## config.mk

```make
export PLATFORM = sky130hd
export DESIGN_NAME = rfc_frame_ctl
export DESIGN_NICKNAME = d
export VERILOG_FILES = /design/src/hdl/rfc_pkg.sv /design/src/hdl/rfc_frame_ctl.sv
export SDC_FILE = /design/constraint.sdc
export NUM_CORES = 1
export LEC_CHECK = 0
export ABC_AREA = 0
export BUFFER_PORTS_ARGS = -buffer_cell sky130_fd_sc_hd__buf_2
export CAP_MARGIN = 20
export CORE_AREA = 3 3 87 122
export DETAILED_ROUTE_END_ITERATION = 10
export DIE_AREA = 0 0 90 125
export PLACE_DENSITY = 0.5
export SYNTH_ARGS = -nofsm -noshare
export SYNTH_HDL_FRONTEND = slang
export SYNTH_SLANG_ARGS = --single-unit
```

## constraint.sdc

```tcl
create_clock -name clk -period 4 [get_ports clk]
set_input_delay 0.8 -clock clk [delete_from_list [all_inputs] [get_ports clk]]
set_output_delay 0.8 -clock clk [all_outputs]
set_load 0.01 [all_outputs]
```

## src/hdl/rfc_pkg.sv

```systemverilog
// Shared types and constants for the response frame checker.
// No dependencies; used by every rfc_* module and the top level.
`default_nettype none

package rfc_pkg;

  // Width of the word_count register.
  localparam int unsigned WC_W = 10;

  localparam logic [7:0] HEADER_BYTE = 8'hFF;
  localparam logic [7:0] ACK_RESET   = 8'hFC;

  // Configuration register indexes.
  typedef enum logic [1:0] {
    REG_FRAME_MODE = 2'd0,
    REG_EXP_ACK    = 2'd1,
    REG_EXP_ADDR   = 2'd2,
    REG_WORD_COUNT = 2'd3
  } reg_idx_t;

  // End-of-frame status codes.
  typedef enum logic [2:0] {
    ST_OK       = 3'd0,
    ST_HEADER   = 3'd1,
    ST_ACK      = 3'd2,
    ST_ADDRESS  = 3'd3,
    ST_CHECKSUM = 3'd4
  } status_t;

  typedef struct packed {
    logic            frame_mode;
    logic [7:0]      expected_ack;
    logic [15:0]     expected_address;
    logic [WC_W-1:0] word_count;
  } cfg_t;

  typedef struct packed {
    logic        is_status;
    logic [15:0] data_word;
    status_t     status;
    logic        last;
  } result_t;

endpackage

`default_nettype wire

```

## src/hdl/rfc_frame_ctl.sv

```systemverilog
// Input byte register and per-byte frame checks (position, checksum, first error).
// Depends on rfc_pkg (cfg_t, result_t, status_t, HEADER_BYTE).
`default_nettype none

module rfc_frame_ctl #(
  parameter int unsigned MAX_WORDS = 512
) (
  input  wire logic        clk,
  input  wire logic        rst,
  input  wire logic        in_valid,
  output logic             in_stall,
  input  wire logic [7:0]  rx_byte,
  input  rfc_pkg::cfg_t    cfg,
  input  wire logic        buf_full,
  output logic             push,
  output rfc_pkg::result_t result
);

  localparam int unsigned POS_W = $clog2(6 + 2 * MAX_WORDS + 1);

  logic             in_q_valid;
  logic [7:0]       in_q_byte;
  logic             proc;

  logic [POS_W-1:0] byte_position;
  logic [POS_W-1:0] byte_position_next;
  logic [7:0]       running_sum;
  logic [7:0]       running_sum_next;
  logic [7:0]       low_byte_hold;
  logic [7:0]       low_byte_hold_next;
  rfc_pkg::status_t first_error;
  rfc_pkg::status_t first_error_next;

  logic [POS_W-1:0] words;
  logic [POS_W-1:0] csum_pos;
  logic [7:0]       sum_add;

  // Input register; holds while the result buffer is full.
  assign in_stall = in_q_valid && buf_full;
  assign proc     = in_q_valid && !buf_full;

  always_ff @(posedge clk) begin
    if (rst) begin
      in_q_valid <= 1'b0;
    end else if (!in_stall) begin
      in_q_valid <= in_valid;
    end
  end

  always_ff @(posedge clk) begin
    if (in_valid && !in_stall) begin
      in_q_byte <= rx_byte;
    end
  end

  // Checksum position from the configuration; word_count clamps to MAX_WORDS.
  always_comb begin
    if (int'(cfg.word_count) > int'(MAX_WORDS)) begin
      words = POS_W'(MAX_WORDS);
    end else begin
      words = POS_W'(cfg.word_count);
    end
    if (cfg.frame_mode) begin
      csum_pos = POS_W'(6) + (words << 1);
    end else begin
      csum_pos = POS_W'(6);
    end
  end

  assign sum_add = running_sum + in_q_byte;

  always_comb begin
    byte_position_next = byte_position;
    running_sum_next   = running_sum;
    low_byte_hold_next = low_byte_hold;
    first_error_next   = first_error;
    push               = 1'b0;
    result             = '0;

    if (proc) begin
      if (byte_position >= csum_pos) begin
        // checksum byte: report and rearm for the next header
        push             = 1'b1;
        result.is_status = 1'b1;
        result.last      = 1'b1;
        result.status    = first_error;
        if (first_error == rfc_pkg::ST_OK && in_q_byte != running_sum) begin
          result.status = rfc_pkg::ST_CHECKSUM;
        end
        byte_position_next = '0;
        running_sum_next   = 8'd0;
        low_byte_hold_next = 8'd0;
        first_error_next   = rfc_pkg::ST_OK;
      end else begin
        byte_position_next = byte_position + POS_W'(1);
        if (byte_position == '0) begin
          if (first_error == rfc_pkg::ST_OK && in_q_byte != rfc_pkg::HEADER_BYTE) begin
            first_error_next = rfc_pkg::ST_HEADER;
          end
        end else begin
          running_sum_next = sum_add;
          if (byte_position == POS_W'(1)) begin
            if (first_error == rfc_pkg::ST_OK && in_q_byte != cfg.expected_ack) begin
              first_error_next = rfc_pkg::ST_ACK;
            end
          end else if (byte_position == POS_W'(2)) begin
            low_byte_hold_next = in_q_byte;
          end else if (byte_position == POS_W'(3)) begin
            if (first_error == rfc_pkg::ST_OK &&
                {in_q_byte, low_byte_hold} != cfg.expected_address) begin
              first_error_next = rfc_pkg::ST_ADDRESS;
            end
          end else if (!cfg.frame_mode || byte_position >= POS_W'(6)) begin
            // data word bytes; size field in multi mode is only summed
            if (!byte_position[0]) begin
              low_byte_hold_next = in_q_byte;
            end else begin
              push             = 1'b1;
              result.data_word = {in_q_byte, low_byte_hold};
            end
          end
        end
      end
    end
  end

  always_ff @(posedge clk) begin
    if (rst) begin
      byte_position <= '0;
      running_sum   <= 8'd0;
      low_byte_hold <= 8'd0;
      first_error   <= rfc_pkg::ST_OK;
    end else begin
      byte_position <= byte_position_next;
      running_sum   <= running_sum_next;
      low_byte_hold <= low_byte_hold_next;
      first_error   <= first_error_next;
    end
  end

endmodule

`default_nettype wire

```

Word level (Yosys, flattened, before mapping)
Index checks and enable logic that the tools add are counted.
{"block": "op_classes", "n_lt_le_gt_ge": 3, "n_mux": 39, "n_shift": 0, "reduce_logical": 19, "div": 0, "multipliers": 0, "eq_ne": 14, "n_bitwise": 0, "n_addsub": 3}
{"operator": "16-bit 2-to-1 mux", "count": 7}
{"operator": "8-bit 2-to-1 mux", "count": 9}
{"operator": "3-bit 2-to-1 mux", "count": 9}
{"operator": "11-bit by 2-bit equality test with 1-bit output (second input constant)", "count": 2}
{"operator": "11-bit 2-to-1 mux", "count": 2}
{"operator": "21-bit 2-to-1 mux", "count": 1}
{"operator": "16-bit != test", "count": 1}
{"operator": "8-bit != test", "count": 2}
{"operator": "6-bit AND reduction", "count": 2}
{"operator": "11-bit by 1-bit adder with 11-bit output (second input constant)", "count": 1}
{"operator": "3-bit by 11-bit adder with 11-bit output (first input constant)", "count": 1}
{"operator": "11-bit by 1-bit equality test with 1-bit output (second input constant)", "count": 1}
{"operator": "11-bit >= comparator", "count": 1}
{"operator": "11-bit by 3-bit >= comparator with 1-bit output (second input constant)", "count": 1}
{"operator": "11-bit logical NOT", "count": 1}
{"operator": "10-bit greater-than comparator (second input constant)", "count": 1}
{"operator": "10-bit 2-to-1 mux", "count": 1}
{"operator": "1-bit 2-to-1 mux", "count": 9}
{"operator": "8-bit adder", "count": 1}
{"operator": "8-bit != test (second input constant)", "count": 1}
{"operator": "4-bit nonzero test", "count": 2}
{"operator": "1-bit logical AND", "count": 7}
{"operator": "4-bit 2-to-1 mux", "count": 1}
{"operator": "2-bit != test (second input constant)", "count": 2}
{"operator": "other kinds (10)", "count": 12}
{"block": "word_totals", "output_inout_bits": 23, "elab_cells": 84, "reg_bits": 39, "mem_bits_rw": 0, "inputBits": 47, "latch_bits": 0, "mem_bits_ro": 0, "mem_count": 0}

Logic depth before layout (Yosys ltp)
Gate-level depths: netlist of run 1.
{"block": "logic_depth", "depth_word": 9, "depth_mapped": 15, "mapped_depth_nobuf": 14}

Worst setup path after synthesis of run 1
No wires, ideal clock.
{"block": "synth_path", "path_type": "input to output", "startpoint": "input port cfg[4] in the netlist's numbering", "endpoint": "output port result[10] in the netlist's numbering", "arrival_time_ns": 3.504, "slack_ns": -0.304, "path_stages": 15, "path_cell_list": "nand3_1 > or3b_2 > or2_2 > nor2_1 > xnor2_1 > nand2_1 > ha_1 > nand2_1 > nor2_1 > o21ai_0 > a21oi_4 > nor4b_4 > o211a_4 > buf_6 > and2_1"}
{"item": "start, declared", "line": "rfc_frame_ctl.sv:13", "text": "input rfc_pkg::cfg_t cfg,"}
{"item": "end, declared", "line": "rfc_frame_ctl.sv:16", "text": "output rfc_pkg::result_t result"}

==> reports/summary.txt, run 1 <==
status -> complete, but fails checks
violated checks -> negative setup slack
CP Data Required Time -> 3200 ps
drt pass-1 iters -> 4
final worst-path setup slack -> -139.3 ps
CTS tree -> yes
vias in the first global route -> 2,832
ys async rst share -> 0%
P per Cell Area -> 261.0 mW/mm2
R2R setup slack -> 1550 ps
Static Leak -> 0.001618 uW
largest cells by area after synthesis -> dfxtp_1, ha_1, xnor2_1
hold wc startpoint -> running_sum[5]
Root Buffer -> clkbuf_16
PortBufs -> 69
clk buf depth -> 2
Syn Inst Count -> 329
Worst slew margin -> 57.00%
f_max -> 241.6 MHz
# setup viols final -> 21
Routed Antenna Nets -> 0
Max Fanout on Critical Path -> 8
Largest stage delay, worst path -> 390 ps
floorplan die height -> 125 um
Hold/Removal Path Class -> register to register
CP endpoint kind -> output pin
Area Growth Syn to Fin -> 38.25%
antenna violations before repair -> 0
Peak VDD IR -> 0.0001718 V
placed insts -> 545
RSZ-0062 raised after global routing -> true
diode count -> 0
R2R depth -> 12
chip width -> 90 um
hpwl dp -> 6304 um
hold path cells -> 2
syn nets -> 399
global route overflow -> 0
Routed WL -> 8406 um
worst hold slack -> 469.0 ps
die area -> 0.01125 mm2
share of cells above drive strength 1 -> 34.27%
CTS buffer count -> 5
site row count -> 42
setup TNS -> -2190 ps
Least-Margin Pin Slew -> 639.1 ps
Worst setup SP type -> input pin
hold-fix buffer count after cts -> 0
GR Util All Layers -> 14.98%
IO Pins -> 70
Ys Warns -> 0
Worst EP arrival -> 3340 ps
# fillers -> 1,039
Slowest-stage cell, CP -> or3b_4
register clock-pin slew on the reported worst setup and hold paths -> 60 ps
main flop type after synthesis -> dfxtp_1
RR Startpoint -> byte_position[1]
Synth top area share -> 21.13%
most used cell, CP -> o21ai_2
Max H-tree Level -> 2
crit-path cells -> buf_8 -> nand3_4 -> or3b_4 -> or2_4 -> and3b_1 -> o21ai_2 -> ha_1 -> nand2_1 -> nor2_2 -> o21ai_2 -> a21oi_4 -> nor4b_4 -> buf_4 -> o211a_4 -> and2_1 -> buf_2
DRT iter0 DRCs -> 76
reg2reg end -> running_sum[5]
Synth Cell Area -> 0.002843 mm2
global-route wire length before repair -> 13,940 um
number of max-slew violations in the final report -> 0
leading area contributor after synthesis -> dfxtp_1
Worst Hold Path EP -> running_sum[5]
crit path time final -> 4139 ps
most frequent cells after synthesis -> dfxtp_1, nor2_1, xnor2_1
mean post-synth cell area -> 8.641 um2
# DRC -> 0
Yosys reg bits -> 38
Finished Layout Cells -> 558
Final #Nets -> 495
max cap viols -> 0
largest net degree at the start of global routing -> 23
Final Hold Fails -> 0
post-synthesis sequential area ratio -> 29.58%
synth unique cells -> 54
Routed WL per cell -> 15.06 um
total power -> 1026 uW
DR vias -> 2,727
Worst Setup Path Type -> input pin to output pin
clock sink count -> 38
clk_lat worst skew -> 280 ps
Core ar. -> 0.009564 mm2
fin crit share -> 103.5%
Initial Util -> 29.72%
Worst Skew -> 6.199 ps
RePlAce Congestion -> 0.7646
Vias/cell -> 4.887
EDFF count, synth -> 8
per-layer routing:
| metal | GRT usage (%) | share of wire [%] | up-vias |
|---|---|---|---|
| met5 | 0 | 0 | - |
| met3 | 2.284 | 3.6 | 10 |
| met4 | 4.058 | 1.4 | 0 |
| met1 | 15.87 | 38 | 1299 |
| met2 | 30.06 | 57 | 62 |
| li1 | - | - | 1356 |
sequential cells by signal, summed over array words and instances (netlist names):
register,flops
first_error,2
running_sum,8
in_q_byte,8
low_byte_hold,8
byte_position,11
in_q_valid,1
final cells by class:
type	count	area (um2)	share of cell area (%)
Clock buffer	6	128.9	3.279
Multi-Input combinational cell	275	2052	52.21
Sequential cell	38	840.8	21.39
Inverter	7	26.28	0.6686
Timing Repair Buffer	98	679.4	17.29
Tap cell	132	165.2	4.202
Clock inverter	2	37.54	0.9551
critical path: cells and delay by family:
| family | cells | cell delay, ps |
|---|---|---|
| buf+inv | 3 | 370 |
| compound gates | 4 | 440 |
| fa+ha+maj | 1 | 230 |
| simple gates | 8 | 1490 |
worst max path at each step:
| stage | start | end | slack [ps] |
|---|---|---|---|
| 2_1_floorplan | cfg[4] | result[10] | -80 |
| 3_3_place_gp | cfg[4] | result[14] | -230 |
| 3_5_place_dp | cfg[4] | result[10] | -280 |
| 4_1_cts | cfg[4] | result[5] | -80 |
| 5_1_grt | cfg[9] | result[9] | -310 |
| 6_report | cfg[4] | result[6] | -140 |
kinds of logic (layout without fill, tap and decap cells):
kind of cell	count (synthesis)	in the layout	share of synthesized area, %
AOI/OAI and AO/OA	61	62	15.32
DFF	38	38	29.58
and+or+nand+nor	145	145	27.82
buffers and inverters	17	113	3.037
adders and majority gates	23	23	10.39
xor gates and xnor gates	45	45	13.86
through the flow:
step	util [%]	setup slack [ps]	instance area, um2
floorplan	-	-82.19	2888
global placement	36.87	-225.3	3526
detailed placement	36.87	-275.4	3526
CTS	40.54	-83.80	3877
global route	41.09	-311.5	3930
finish	41.09	-139.3	3930
where the power goes:
part / leakage, uW / internal [uW] / total, uW / switching, uW
logic: 0.00122 / 78.8 / 154 / 74.8
registers: 0.000320 / 401 / 419 / 18.3
clock network: 0.0000771 / 295 / 453 / 158
cell usage in the layout, fill, tap and decap left out, types with 6 or more instances in the layout:
master	count
nor2_1	26
nand2_1	22
a22oi_1	6
and2_1	7
edfxtp_1	8
buf_6	15
and2_4	14
nand2b_1	14
buf_4	30
dfxtp_1	30
nand4_1	7
a21oi_1	23
nand3_1	18
xor2_1	16
nor3_1	6
ha_1	19
xnor2_1	29
inv_1	7
buf_2	51
repair_timing:
item | 4_1_cts | 5_1_grt
resized for setup | 34 | 8
endpoints found under the setup margin | 22 | 22
setup buffers | 4 | 0
gates cloned | 1 | 0
pin swaps | 10 | 8
No activity file was read; power rests on OpenSTA's default activity.
==> run 2, diff against run 1 <==
--- a/config.mk
+++ b/config.mk
@@ -8,10 +8,10 @@
 export ABC_AREA = 0
 export BUFFER_PORTS_ARGS = -buffer_cell sky130_fd_sc_hd__buf_2
 export CAP_MARGIN = 20
-export CORE_AREA = 3 3 87 122
+export CORE_AREA = 3 3 69 97
 export DETAILED_ROUTE_END_ITERATION = 10
-export DIE_AREA = 0 0 90 125
-export PLACE_DENSITY = 0.5
+export DIE_AREA = 0 0 72 100
+export PLACE_DENSITY = 0.74
 export SYNTH_ARGS = -nofsm -noshare
 export SYNTH_HDL_FRONTEND = slang
 export SYNTH_SLANG_ARGS = --single-unit
==> run 2 against run 1 <==
  * The flow still finishes with violations (negative setup slack)
  * Hold slack better by 6.0 ps
  * Clock skew up 0.84 ps
  * Combinational power up 4%
  * Critical path type unchanged
  * Largest power group is now registers
==> reports/summary.txt, run 2 (synthesis results as in run 1) <==
f_max -> 241.1 MHz (-0.18%)
Routed WL -> 7744 um (-7.9%)
floorplan die height -> 100 um (-20%)
Hold/Removal Path Class -> register to register
commonest non-fill, non-tap cell in the layout -> buf_2
Static Leak -> 0.001600 uW (-1.1%)
post-route cell area -> 0.003820 mm2 (-2.8%)
CTS tree -> yes
Worst EP arrival -> 3350 ps (about the same)
Largest stage delay, worst path -> 390 ps (about the same)
clock sink count -> 38 (unchanged)
IO Pins -> 70 (unchanged)
share of power burned in registers -> 50.3% (+9.4 points)
combinational power share -> 19.2% (+4.2 points)
crit-path leading delay family -> simple AND/OR/NAND/NOR gates
# setup viols final -> 20 (-4.8%)
sw frac -> 27.28% (+2.8 points)
register clock-pin slew on the reported worst setup and hold paths -> 70 ps (about the same)
# fillers -> 491 (-53%)
Worst Setup Path Type -> input pin to output pin
PortBufs -> 69 (unchanged)
Routed WL per cell -> 15.71 um (+4.3%)
drt pass-1 iters -> 5 (+1)
DR vias -> 2,758 (+1.1%)
P_int -> 603.5 uW (-22%)
RePlAce Congestion -> 0.8278 (+8.3%)
P_sw -> 226.5 uW (-9.9%)
Vias/cell -> 5.594 (+14%)
crit path time final -> 4147 ps (+7.638 ps)
Max Fanout on Critical Path -> 8 (unchanged)
clk_lat worst skew -> 290 ps (about the same)
die area -> 0.007200 mm2 (-36%)
P per Cell Area -> 217.3 mW/mm2 (-17%)
global route overflow -> 0 (unchanged)
clk buf depth -> 2 (unchanged)
Peak VDD IR -> 0.0002280 V (+33%)
Final Hold Fails -> 0 (unchanged)
diode count -> 0 (unchanged)
Initial Util -> 48.15% (+18 points)
site row count -> 33 (-21%)
Least-Margin Pin Slew -> 642.2 ps (+3.083 ps)
CP endpoint kind -> output pin
Worst slew margin -> 57.10% (+0.099 points)
violated checks -> negative setup slack
Final #Nets -> 492 (-0.61%)
most frequent cells in the layout -> buf_2, dfxtp_1, xnor2_1
Worst Skew -> 7.043 ps (+0.8441 ps)
crit-path cells -> buf_8 -> nand3_4 -> or3b_4 -> or2_4 -> and3b_1 -> o21ai_1 -> ha_1 -> nand2_1 -> nor2_2 -> o21ai_2 -> a21oi_4 -> nor4b_4 -> o211a_4 -> and2_4 -> buf_6
GR Util All Layers -> 22.54% (+7.6 points)
fin crit share -> 103.7% (+0.19 points)
worst hold slack -> 475.0 ps (+6.046 ps)
RSZ-0062 raised after global routing -> true
number of max-slew violations in the final report -> 0 (unchanged)
DRT iter0 DRCs -> 115 (+51%)
status -> complete, but fails checks
max cap viols -> 0 (unchanged)
Core ar. -> 0.005904 mm2 (-38%)
antenna violations before repair -> 0 (unchanged)
hpwl dp -> 5742 um (-8.9%)
final worst-path setup slack -> -146.9 ps (-7.638 ps)
multi-input logic area -> 0.002106 mm2 (+2.6%)
Cell Area, Placed -> 0.003426 mm2 (-2.8%)
Worst setup SP type -> input pin
Reg area -> 840.8 um2 (unchanged)
setup TNS -> -2327 ps (-137.0 ps)
Biggest register -> byte_position
global-route wire length before repair -> 13,040 um (-6.5%)
# DRC -> 0 (unchanged)
CTS buffer count -> 5 (unchanged)
Clock power frac -> 30.4% (-14 points)
Max H-tree Level -> 2 (unchanged)
Area Growth Syn to Fin -> 34.37%
max reg flops -> 11 (unchanged)
largest net degree at the start of global routing -> 23 (unchanged)
share of cells above drive strength 1 -> 35.22% (+0.95 points)
CP Data Required Time -> 3200 ps (about the same)
vias in the first global route -> 2,813 (-0.67%)
Worst Path Buf+Inv -> 2 (-1)
chip width -> 72 um (-20%)
Slowest-stage cell, CP -> or3b_4
Root Buffer -> clkbuf_8
R2R setup slack -> 1560 ps (about the same)
Routed Antenna Nets -> 0 (unchanged)
## run 2: changes by cell type in the layout (fill, tap and decap cells not counted), sizes merged
cell	previous run	this run
bufinv	1	0
clkinv	0	2
buf	98	95
clkinvlp	1	0
## run 2: power groups by stage
stage	clock (uW)	sequential, uW	combinational (uW)
finish	253	418	160
global route	273	419	178
CTS	259	418	150
detailed placement	0	426	141
global placement	0	426	138
floorplan	0	418	85.9
## run 2: final timing paths
| path | startpoint | end | cells after the start |
|---|---|---|---|
| worst max-delay path | cfg[2] | result[14] | 15 |
| worst min-delay path | running_sum[5] | running_sum[5] | 2 |
| worst max register to register | byte_position[1] | running_sum[5] | 12 |
| worst min register to register | running_sum[5] | running_sum[5] | 2 |
## run 2: what timing repair did
item                                   in CTS  in global routing
endpoints found under the hold margin       0                  0
buffers inserted                            3                  1
setup endpoints to repair                  22                 22
pin swaps                                  18                 19
gates resized for setup                    29                 26
gates cloned                                1                  0
hold buffers                                0                  0
## run 2: cell type report
class | instances | area share [%]
clock buffer | 6 | 1.900
clock inverter | 2 | 0.2620
inverter | 7 | 0.6878
multi-input combinational | 275 | 55.13
sequential | 38 | 22.01
tap | 70 | 2.293
timing repair buffer | 95 | 17.72
## run 2: tightest hold or removal path, cell delays in order, from the launching register on
cell,delay [ps]
dfxtp_1,320
nand2_1,60
a21oi_1,50
## run 2: routing by layer
metal,up-vias,track usage [%],share of wire [%]
li1,1349,-,-
met1,1269,24.81,36
met2,116,43.91,55
met3,24,3.106,5.8
met4,0,6.078,2.8
met5,-,0,0
## run 2: metrics by stage
stage | worst slack (ps) | util, % | std cells | power (uW)
after global routing | -246.4 | 64.70 | 493 | 869.3
after detailed placement | -255.1 | 58.02 | 480 | 567.2
after CTS | -179.2 | 62.30 | 492 | 826.1
final | -146.9 | 64.70 | 493 | 830.0
after floorplan | -82.19 | - | 329 | 504.2
after global placement | -198.2 | 58.02 | 480 | 563.7
